File: src/hdl/hcpd_pkg.sv
package hcpd_pkg;

  localparam int PERIOD_W = 16;
  localparam int THR_W    = 11;
  localparam int SAMPLE_W = 10;
  localparam int PROD_W   = PERIOD_W + THR_W;
  localparam int STEP_W   = 4;

  localparam logic [1:0] FUNC_TICK     = 2'd0;
  localparam logic [1:0] FUNC_PINS     = 2'd1;
  localparam logic [1:0] FUNC_THROTTLE = 2'd2;

  localparam logic [1:0] REG_PERIOD = 2'd0;
  localparam logic [1:0] REG_OFFSET = 2'd1;
  localparam logic [1:0] REG_SPAN   = 2'd2;

  localparam logic [PERIOD_W-1:0] PERIOD_RST = 16'd1000;
  localparam logic [THR_W-1:0]    OFFSET_RST = 11'd1551;
  localparam logic [THR_W-1:0]    SPAN_RST   = 11'd330;

  typedef struct packed {
    logic [1:0]          func;
    logic [2:0]          hall_pins;
    logic [1:0]          brake_pins;
    logic [SAMPLE_W-1:0] throttle_sample;
  } cmd_t;

  typedef struct packed {
    logic [2:0]          high_gates;
    logic [2:0]          low_gates;
    logic [PERIOD_W-1:0] duty_now;
    logic                led_on;
  } drv_t;

  typedef struct packed {
    logic busy;
    logic done;
  } div_stat_t;

endpackage

File: src/hdl/hcpd_div.sv
module hcpd_div (
  input  logic                            clk,
  input  logic                            rst,
  input  logic                            start,
  input  logic [hcpd_pkg::PERIOD_W-1:0]   period,
  input  logic [hcpd_pkg::THR_W-1:0]      num,
  input  logic [hcpd_pkg::THR_W-1:0]      span,
  output hcpd_pkg::div_stat_t             stat,
  output logic [hcpd_pkg::PERIOD_W-1:0]   quot
);

  localparam logic [1:0] S_IDLE = 2'd0;
  localparam logic [1:0] S_MUL  = 2'd1;
  localparam logic [1:0] S_DIV  = 2'd2;

  logic [1:0]                        state;
  logic [hcpd_pkg::PERIOD_W-1:0]     mul_a;
  logic [hcpd_pkg::THR_W-1:0]        mul_b;
  logic [hcpd_pkg::THR_W-1:0]        dvsr;
  logic [hcpd_pkg::THR_W-1:0]        rem;
  logic [hcpd_pkg::PERIOD_W-1:0]     dvd;
  logic [hcpd_pkg::STEP_W-1:0]       cnt;
  logic                              done;
  logic [hcpd_pkg::PROD_W-1:0]       prod;
  logic [hcpd_pkg::THR_W:0]          trial;
  logic                              fits;

  // one product, then one restoring step per cycle; dvd shifts quotient bits in
  assign prod  = {{hcpd_pkg::THR_W{1'b0}}, mul_a} * {{hcpd_pkg::PERIOD_W{1'b0}}, mul_b};
  assign trial = {rem, dvd[hcpd_pkg::PERIOD_W-1]};
  assign fits  = trial >= {1'b0, dvsr};

  always_ff @(posedge clk) begin
    if (rst) begin
      state <= S_IDLE;
      done  <= 1'b0;
      cnt   <= '0;
    end else begin
      done <= 1'b0;
      unique case (state)
        S_IDLE: begin
          if (start) begin
            state <= S_MUL;
          end
        end
        S_MUL: begin
          cnt   <= '0;
          state <= S_DIV;
        end
        S_DIV: begin
          cnt <= cnt + 1'b1;
          if (cnt == {hcpd_pkg::STEP_W{1'b1}}) begin
            state <= S_IDLE;
            done  <= 1'b1;
          end
        end
        default: begin
          state <= S_IDLE;
        end
      endcase
    end
  end

  always_ff @(posedge clk) begin
    if (state == S_IDLE && start) begin
      mul_a <= period;
      mul_b <= num;
      dvsr  <= span;
    end
    if (state == S_MUL) begin
      rem <= prod[hcpd_pkg::PROD_W-1:hcpd_pkg::PERIOD_W];
      dvd <= prod[hcpd_pkg::PERIOD_W-1:0];
    end else if (state == S_DIV) begin
      rem <= fits ? hcpd_pkg::THR_W'(trial - {1'b0, dvsr}) : trial[hcpd_pkg::THR_W-1:0];
      dvd <= {dvd[hcpd_pkg::PERIOD_W-2:0], fits};
    end
  end

  assign stat.busy = state != S_IDLE;
  assign stat.done = done;
  assign quot      = dvd;

endmodule

File: src/hdl/hcpd_ofifo.sv
module hcpd_ofifo (
  input  logic           clk,
  input  logic           rst,
  input  logic           push,
  input  hcpd_pkg::drv_t din,
  input  logic           stall,
  output logic           valid,
  output hcpd_pkg::drv_t dout,
  output logic           full
);

  hcpd_pkg::drv_t slot0;
  hcpd_pkg::drv_t slot1;
  logic [1:0]     count;
  logic           pop;

  assign valid = count != 2'd0;
  assign full  = count == 2'd2;
  assign pop   = valid && !stall;
  assign dout  = slot0;

  always_ff @(posedge clk) begin
    if (rst) begin
      count <= 2'd0;
    end else begin
      count <= count + {1'b0, push} - {1'b0, pop};
    end
  end

  always_ff @(posedge clk) begin
    if (pop) begin
      if (count == 2'd2) begin
        slot0 <= slot1;
        if (push) begin
          slot1 <= din;
        end
      end else if (push) begin
        slot0 <= din;
      end
    end else if (push) begin
      if (count == 2'd0) begin
        slot0 <= din;
      end else begin
        slot1 <= din;
      end
    end
  end

endmodule

File: src/hdl/hall_commutation_pwm_drive.sv
// Hall-sensor six-step commutation and throttle PWM gate driver.
// cmd channel (cmd_valid/cmd_stall, payload cmd): one item per transfer,
//   func selects timer tick, hall/brake pin change or throttle sample.
// drv channel (drv_valid/drv_stall, payload drv): exactly one result per
//   command, showing gates, duty and LED after that command.
// cfg channel (cfg_valid/cfg_ready, cfg_index, cfg_data): period, offset and
//   span registers; cfg_ready is always high. Write only while idle.
// Ticks and pin changes: the result is queued at the transfer edge and shows
//   on drv the next cycle unless an older result waits; a new command is
//   taken every cycle while cmd_stall is low.
// Throttle samples that fall inside the span go through the multiply/divide
//   unit: a multiply step, 16 restoring divide steps and a commit step, with
//   cmd_stall high throughout; the result is queued at commit and the next
//   command is taken after it. Other throttle samples are handled like ticks.
// Results wait in a two-entry output queue; apart from a divide, cmd_stall
//   rises only when the queue is full, so one result may wait on drv_stall
//   while the next command is still taken.
// Reset (rst, synchronous) restores the register defaults, clears the masks,
//   counter and duty, turns all gates and the LED off and empties the queue.
module hall_commutation_pwm_drive (
  input  logic                          clk,
  input  logic                          rst,
  input  logic                          cmd_valid,
  output logic                          cmd_stall,
  input  hcpd_pkg::cmd_t                cmd,
  output logic                          drv_valid,
  input  logic                          drv_stall,
  output hcpd_pkg::drv_t                drv,
  input  logic                          cfg_valid,
  output logic                          cfg_ready,
  input  logic [1:0]                    cfg_index,
  input  logic [hcpd_pkg::PERIOD_W-1:0] cfg_data
);

  logic [hcpd_pkg::PERIOD_W-1:0] period;
  logic [hcpd_pkg::THR_W-1:0]    offset;
  logic [hcpd_pkg::THR_W-1:0]    span;
  logic [2:0]                    last_halls;
  logic [2:0]                    high_mask;
  logic [2:0]                    low_mask;
  logic [hcpd_pkg::PERIOD_W-1:0] pwm_count;
  logic [hcpd_pkg::PERIOD_W-1:0] duty_value;
  logic                          throttle_active;
  logic [2:0]                    gate_hi;
  logic [2:0]                    gate_lo;
  logic                          led_flag;

  logic [2:0]                    last_halls_next;
  logic [2:0]                    high_mask_next;
  logic [2:0]                    low_mask_next;
  logic [hcpd_pkg::PERIOD_W-1:0] pwm_count_next;
  logic [hcpd_pkg::PERIOD_W-1:0] duty_value_next;
  logic                          throttle_active_next;
  logic [2:0]                    gate_hi_next;
  logic [2:0]                    gate_lo_next;
  logic                          led_flag_next;

  logic                          accept;
  logic                          push;
  logic                          div_start;
  logic                          fifo_full;
  logic                          top;
  logic [hcpd_pkg::THR_W-1:0]    twice;
  logic [hcpd_pkg::THR_W-1:0]    num;
  logic [hcpd_pkg::PERIOD_W-1:0] quot;
  hcpd_pkg::div_stat_t           div_stat;
  hcpd_pkg::drv_t                result;

  function automatic logic one_hot3(input logic [2:0] m);
    return m == 3'd1 || m == 3'd2 || m == 3'd4;
  endfunction

  assign cmd_stall = div_stat.busy || div_stat.done || fifo_full;
  assign accept    = cmd_valid && !cmd_stall;
  assign cfg_ready = 1'b1;

  assign top   = pwm_count >= period;
  assign twice = {cmd.throttle_sample, 1'b0};
  assign num   = twice - offset;

  always_comb begin
    last_halls_next      = last_halls;
    high_mask_next       = high_mask;
    low_mask_next        = low_mask;
    pwm_count_next       = pwm_count;
    duty_value_next      = duty_value;
    throttle_active_next = throttle_active;
    gate_hi_next         = gate_hi;
    gate_lo_next         = gate_lo;
    led_flag_next        = led_flag;
    push                 = 1'b0;
    div_start            = 1'b0;
    if (div_stat.done) begin
      duty_value_next = quot;
      if (quot != '0) begin
        led_flag_next = 1'b1;
      end
      push = 1'b1;
    end else if (accept) begin
      push = 1'b1;
      unique case (cmd.func)
        hcpd_pkg::FUNC_TICK: begin
          if (top) begin
            if (throttle_active) begin
              if (one_hot3(low_mask)) begin
                gate_lo_next = low_mask;
              end
              gate_hi_next = one_hot3(high_mask) ? high_mask : 3'd0;
            end else begin
              gate_hi_next = 3'd0;
              gate_lo_next = 3'd0;
            end
          end
          if (pwm_count == duty_value) begin
            gate_hi_next = 3'd0;
          end
          pwm_count_next = top ? '0 : pwm_count + 1'b1;
        end
        hcpd_pkg::FUNC_PINS: begin
          if (cmd.brake_pins != 2'd0) begin
            high_mask_next = 3'd0;
            low_mask_next  = 3'd0;
          end else begin
            for (int i = 0; i < 3; i++) begin
              if (cmd.hall_pins[i] != last_halls[i]) begin
                if (cmd.hall_pins[i]) begin
                  low_mask_next[(i == 0) ? 2 : i - 1] = 1'b0;
                  low_mask_next[i]                    = 1'b1;
                end else begin
                  high_mask_next[(i == 0) ? 2 : i - 1] = 1'b0;
                  high_mask_next[i]                    = 1'b1;
                end
              end
            end
          end
          last_halls_next = cmd.hall_pins;
        end
        hcpd_pkg::FUNC_THROTTLE: begin
          if (twice <= offset) begin
            duty_value_next      = '0;
            throttle_active_next = 1'b0;
          end else begin
            throttle_active_next = 1'b1;
            if (num >= span) begin
              duty_value_next = period;
              if (period != '0) begin
                led_flag_next = 1'b1;
              end
            end else begin
              div_start = 1'b1;
              push      = 1'b0;
            end
          end
        end
        default: begin
        end
      endcase
    end
  end

  always_ff @(posedge clk) begin
    if (rst) begin
      period          <= hcpd_pkg::PERIOD_RST;
      offset          <= hcpd_pkg::OFFSET_RST;
      span            <= hcpd_pkg::SPAN_RST;
      last_halls      <= 3'd0;
      high_mask       <= 3'd0;
      low_mask        <= 3'd0;
      pwm_count       <= '0;
      duty_value      <= '0;
      throttle_active <= 1'b0;
      gate_hi         <= 3'd0;
      gate_lo         <= 3'd0;
      led_flag        <= 1'b0;
    end else begin
      last_halls      <= last_halls_next;
      high_mask       <= high_mask_next;
      low_mask        <= low_mask_next;
      pwm_count       <= pwm_count_next;
      duty_value      <= duty_value_next;
      throttle_active <= throttle_active_next;
      gate_hi         <= gate_hi_next;
      gate_lo         <= gate_lo_next;
      led_flag        <= led_flag_next;
      if (cfg_valid && cfg_ready) begin
        unique case (cfg_index)
          hcpd_pkg::REG_PERIOD: period <= cfg_data;
          hcpd_pkg::REG_OFFSET: offset <= cfg_data[hcpd_pkg::THR_W-1:0];
          hcpd_pkg::REG_SPAN:   span   <= cfg_data[hcpd_pkg::THR_W-1:0];
          default: begin
          end
        endcase
      end
    end
  end

  assign result.high_gates = gate_hi_next;
  assign result.low_gates  = gate_lo_next;
  assign result.duty_now   = duty_value_next;
  assign result.led_on     = led_flag_next;

  hcpd_div u_div (
    .clk    (clk),
    .rst    (rst),
    .start  (div_start),
    .period (period),
    .num    (num),
    .span   (span),
    .stat   (div_stat),
    .quot   (quot)
  );

  hcpd_ofifo u_ofifo (
    .clk   (clk),
    .rst   (rst),
    .push  (push),
    .din   (result),
    .stall (drv_stall),
    .valid (drv_valid),
    .dout  (drv),
    .full  (fifo_full)
  );

`ifndef SYNTH
  a_hi_onehot0: assert property (@(posedge clk) disable iff (rst) $onehot0(gate_hi))
    else $error("more than one high gate on");
  a_lo_onehot0: assert property (@(posedge clk) disable iff (rst) $onehot0(gate_lo))
    else $error("more than one low gate on");
  a_div_busy: assert property (@(posedge clk) disable iff (rst) div_start |=> div_stat.busy)
    else $error("divider did not start");
  a_no_overflow: assert property (@(posedge clk) disable iff (rst)
      (push && fifo_full) |-> (drv_valid && !drv_stall))
    else $error("result queue overflow");
`endif

endmodule
File: config.mk
export PLATFORM = sky130hd
export DESIGN_NAME = hall_commutation_pwm_drive
export DESIGN_NICKNAME = d
export VERILOG_FILES = /design/src/hdl/hcpd_pkg.sv /design/src/hdl/hcpd_div.sv /design/src/hdl/hcpd_ofifo.sv /design/src/hdl/hall_commutation_pwm_drive.sv
export SDC_FILE = /design/constraint.sdc
export NUM_CORES = 1
export LEC_CHECK = 0
export BUFFER_PORTS_ARGS = -buffer_cell sky130_fd_sc_hd__buf_2
export CORE_UTILIZATION = 64
export DETAILED_ROUTE_END_ITERATION = 16
export PLACE_DENSITY = 0.88
export SYNTH_ARGS = -nofsm -noshare
export SYNTH_HDL_FRONTEND = slang
export SYNTH_SLANG_ARGS = --single-unit
File: constraint.sdc
create_clock -name clk -period 10 [get_ports clk]
set_clock_uncertainty 0.15 [all_clocks]
set_input_delay 2 -clock clk [delete_from_list [all_inputs] [get_ports clk]]
set_output_delay 2 -clock clk [all_outputs]
set_load 0.01 [all_outputs]
==> impl.org <==
** Drt
- Across all layers, the routed design uses 12400 vias.
- The first routing iteration left 1075 violations.
- In the routed design, unresolved DRC markers number 0.
- Final ANT Viol Nets :: 0
- The first TritonRoute pass finished after 7 iterations.
- In the final routed layout, each cell accounts on average for 18.5 um.
- Via-to-Cell Ratio :: 6.06
- Total detailed-routing wirelength :: 37800 um

** Run status
- The flow ran to the end, and the final reports show no timing, DRC or antenna violations.

** Timing
- Smallest setup slack after layout :: 3150 ps
- Measured against its own limit, the worst slew margin works out to 17.1%.
- For this run, the top clock speed supported by timing is 146 MHz.
- Endpoints failing setup :: 0
- Hold Fails Final Rpt :: 0
- The worst path uses 68.5% of the clock period.
- Slew Viols, Final :: 0
- Sum of negative setup slack :: 0 ps
- Setup repair after global routing left no endpoint under its margin.
- Transition time of the tightest slew-check pin :: 1240 ps
- The clock period could shrink to 6850 ps.

** Yosys
- Synthesis produced 1683 cells.
- Sequential element share of the synthesized area :: 33.3%
- Most instantiated flip-flop cell in the synthesis netlist :: sky130_fd_sc_hd__edfxtp_1
- Most used standard cell by instance count after synthesis :: sky130_fd_sc_hd__inv_1
- Number of distinct library cells after synthesis :: 67
- The biggest area contributor in the post-synthesis netlist is sky130_fd_sc_hd__edfxtp_1.
- Summing every instance area after synthesis gives 0.0158 mm^2.
- Yosys mapped a number of flops with a built-in enable equal to 111.
- The synthesized design devotes to its leading area cell type 21.1% of total area.
- Number of register bits inferred by synthesis :: 207
- The Yosys step of the flow raised 0 warnings.
- Top cells by area, synth :: sky130_fd_sc_hd__edfxtp_1 21%, sky130_fd_sc_hd__fa_1 16%, sky130_fd_sc_hd__dfxtp_1 12%
- The number of nets handed over by synthesis was 1971.
- Average cell area after synthesis :: 9.37 um^2
- After synthesis, the share of flip-flops with an asynchronous set or reset is 0%.
- Cell types with the highest counts after synthesis :: 240 x sky130_fd_sc_hd__inv_1, 190 x sky130_fd_sc_hd__nand2_1, 127 x sky130_fd_sc_hd__fa_1, 123 x sky130_fd_sc_hd__nor2_1, 121 x sky130_fd_sc_hd__ha_1

** CTS
- CTS tree :: yes
- Post-CTS Setup Repair Bufs :: 0
- The clock passes through at most 3 buffers.
- Post-cts gate resize count :: 0
- H-Tree Depth :: 1
- For the worst-skew pair, the clock arrives at the later sink with an insertion delay of 520 ps.
- Counting every sink on the clock net gives 207.
- Number of buffers added to fix hold violations after cts :: 0
- Master cell of the clock root buffer :: sky130_fd_sc_hd__clkbuf_16
- Total CTS buffers :: 20
- Clock-pin slew was measured on the worst setup and hold paths at 70 ps.

** Run
- Max-cap violations :: 0

** Die
- From bottom edge to top edge, the die measures 159 um.
- The floorplan step defined a die boundary enclosing 0.0253 mm^2.
- Starting Density :: 65.0%
- 66 I/O pins were placed.
- The core region is 0.0242 mm^2.
- The floorplan step set the die width to 159 um.
- The floorplan has 57 rows.

** Final layout
- 0 antenna diodes ended up in the layout.
- P&R area growth vs syn :: 7.71%
- Cells fill 70.1% of the core in the end.
- Of the cells placed in the final design, the portion with a size suffix greater than 1 is 8.04%.
- Post-Layout Inst Area :: 0.0170 mm^2
- Total number of nets in the final design :: 1991

** Placed design
- Routability Congestion :: 0.938
- Before CTS, the worst setup slack after placement is 2670 ps.
- HPWL Detailed :: 27600 um
- Port Buf Inserts :: 64
- Placed inst area :: 0.0163 mm^2

** Critical path
- Top fanout value on the critical path :: 23
- STA classifies the critical path endpoint as a flop.
- STA puts the critical path data arrival time at 6830 ps.
- Type of element launching the critical path :: input pin
- Critical path start-end classification :: in -> reg
- For the worst setup path, the data required time is 9980 ps.
- Counting cells, the worst reg-to-reg path comes to 18.
- The endpoint identified for the worst register-to-register timing path is u_div.rem[8].
- For flop-to-flop paths, the worst setup slack is 3530 ps.
- The worst register-to-register path begins at u_div.mul_b[7].

** Global routing
- Initial antenna violation count :: 0
- Largest net degree at the start of global routing :: 76
- Number of global-route vias before repair :: 12700
- Grt total ovfl :: 0
- Tot GR Track Use :: 30.8%
- Global-route wire length before repair :: 62900 um

** Power and ir drop
- The design draws 2.59 mW.
- PD cells :: 152 mW/mm^2
- Static leakage power :: 7.51 nW
- Max VDD drop :: 0.000205 V

** Hold path
- Worst hold stages :: 0
- The path with the worst hold slack has its endpoint at u_div.dvsr[1].
- Origin of the worst min-delay path :: span[1]
- The tightest min-delay check is of the reg -> reg type.
layout make-up:
cell class              count  area (um^2)
clock buffers              23          522
clock inverters            13          203
fillers                  1756         7260
inverters                 241          905
multi-input cells        1162         9330
flip-flops and latches    207         5260
well taps                 324          405
repair buffers             71          373
per-stage QoR:
stage	hold WS [ps]	instances
2_1_floorplan	258	1683
3_3_place_gp	266	2005
3_5_place_dp	266	2005
4_1_cts	290	2041
5_1_grt	306	2041
6_report	290	2041
worst max path at each step:
| stage | start | to | slack [ps] | depth (start not counted) |
|---|---|---|---|---|
| after global placement | cmd[0] | u_ofifo.dout[9] | 2870 | 18 |
| after global routing | cmd[0] | u_ofifo.dout[9] | 2880 | 18 |
| after floorplan | cmd[0] | u_div.dvsr[0] | 1740 | 15 |
| final | cmd[0] | u_ofifo.dout[14] | 3150 | 18 |
| after detailed placement | cmd[0] | u_ofifo.dout[14] | 2670 | 18 |
| after CTS | cmd[0] | u_ofifo.dout[14] | 3180 | 18 |
cell usage in the layout (no fill, tap or decap), types with 16 or more instances in the layout:
master,n
sky130_fd_sc_hd__nor2_1,123
sky130_fd_sc_hd__buf_2,64
sky130_fd_sc_hd__nor3_1,20
sky130_fd_sc_hd__dfxtp_1,96
sky130_fd_sc_hd__o21ai_0,39
sky130_fd_sc_hd__nand2_1,190
sky130_fd_sc_hd__ha_1,121
sky130_fd_sc_hd__inv_1,240
sky130_fd_sc_hd__and2_1,95
sky130_fd_sc_hd__mux2_2,16
sky130_fd_sc_hd__edfxtp_1,111
sky130_fd_sc_hd__nand3_1,19
sky130_fd_sc_hd__a21oi_1,103
sky130_fd_sc_hd__nand4_1,17
sky130_fd_sc_hd__fa_1,127
sky130_fd_sc_hd__clkbuf_16,20
sky130_fd_sc_hd__xnor2_1,41
sky130_fd_sc_hd__nor4_1,26
sky130_fd_sc_hd__a21o_1,17
sky130_fd_sc_hd__xor2_1,21
registers in the layout, summed over array words and instances (netlist names), 2 cells and up:
register / count
duty_value: 16
gate_hi: 3
gate_lo: 3
high_mask: 3
last_halls: 3
low_mask: 3
offset: 11
period: 16
pwm_count: 16
span: 11
u_div.cnt: 4
u_div.dvsr: 11
u_div.mul_a: 16
u_div.mul_b: 11
u_div.quot: 16
u_div.rem: 11
u_div.state: 2
u_ofifo.count: 2
u_ofifo.dout: 23
u_ofifo.slot1: 23
layer usage:
layer  track usage (%)  share of wire (%)  vias up
met5                 0                  0        -
met4              14.7                4.6        0
met3              3.99                7.8      147
met2              52.3                 49      606
met1              39.2                 39     5987
li1                  -                  -     5635
where the power goes:
| group | switching (mW) | total [mW] | internal (mW) |
|---|---|---|---|
| Clock | 0.343 | 0.831 | 0.488 |
| Sequential | 0.0344 | 1.02 | 0.982 |
| Combinational | 0.464 | 0.742 | 0.278 |
critical path: stages:
cell and delay [ps]:
sky130_fd_sc_hd__buf_2 120, sky130_fd_sc_hd__ha_1 290, sky130_fd_sc_hd__nor2b_1 150, sky130_fd_sc_hd__o31a_1 270, sky130_fd_sc_hd__o31a_1 260, sky130_fd_sc_hd__o21a_1 220
sky130_fd_sc_hd__or2_2 310, sky130_fd_sc_hd__a21o_1 190, sky130_fd_sc_hd__a21oi_1 180, sky130_fd_sc_hd__xnor2_1 170, sky130_fd_sc_hd__ha_1 210, sky130_fd_sc_hd__a2111o_1 200
sky130_fd_sc_hd__a211oi_1 60, sky130_fd_sc_hd__o21ai_0 130, sky130_fd_sc_hd__o211ai_2 500, sky130_fd_sc_hd__a41oi_1 450, sky130_fd_sc_hd__nor2_1 130, sky130_fd_sc_hd__o21ai_2 980
cells by family after synthesis:
logic type | after synthesis | synth area share (%)
and+or+nand+nor | 556 | 17.0
AOI/OAI and AO/OA | 269 | 11.1
muxes | 26 | 1.78
other | 1 | 0.0238
buffers and inverters | 314 | 7.64
xor gates and xnor gates | 62 | 3.44
DFF | 207 | 33.3
adders and majority gates | 248 | 25.7
No activity file was read; power rests on OpenSTA's default activity.
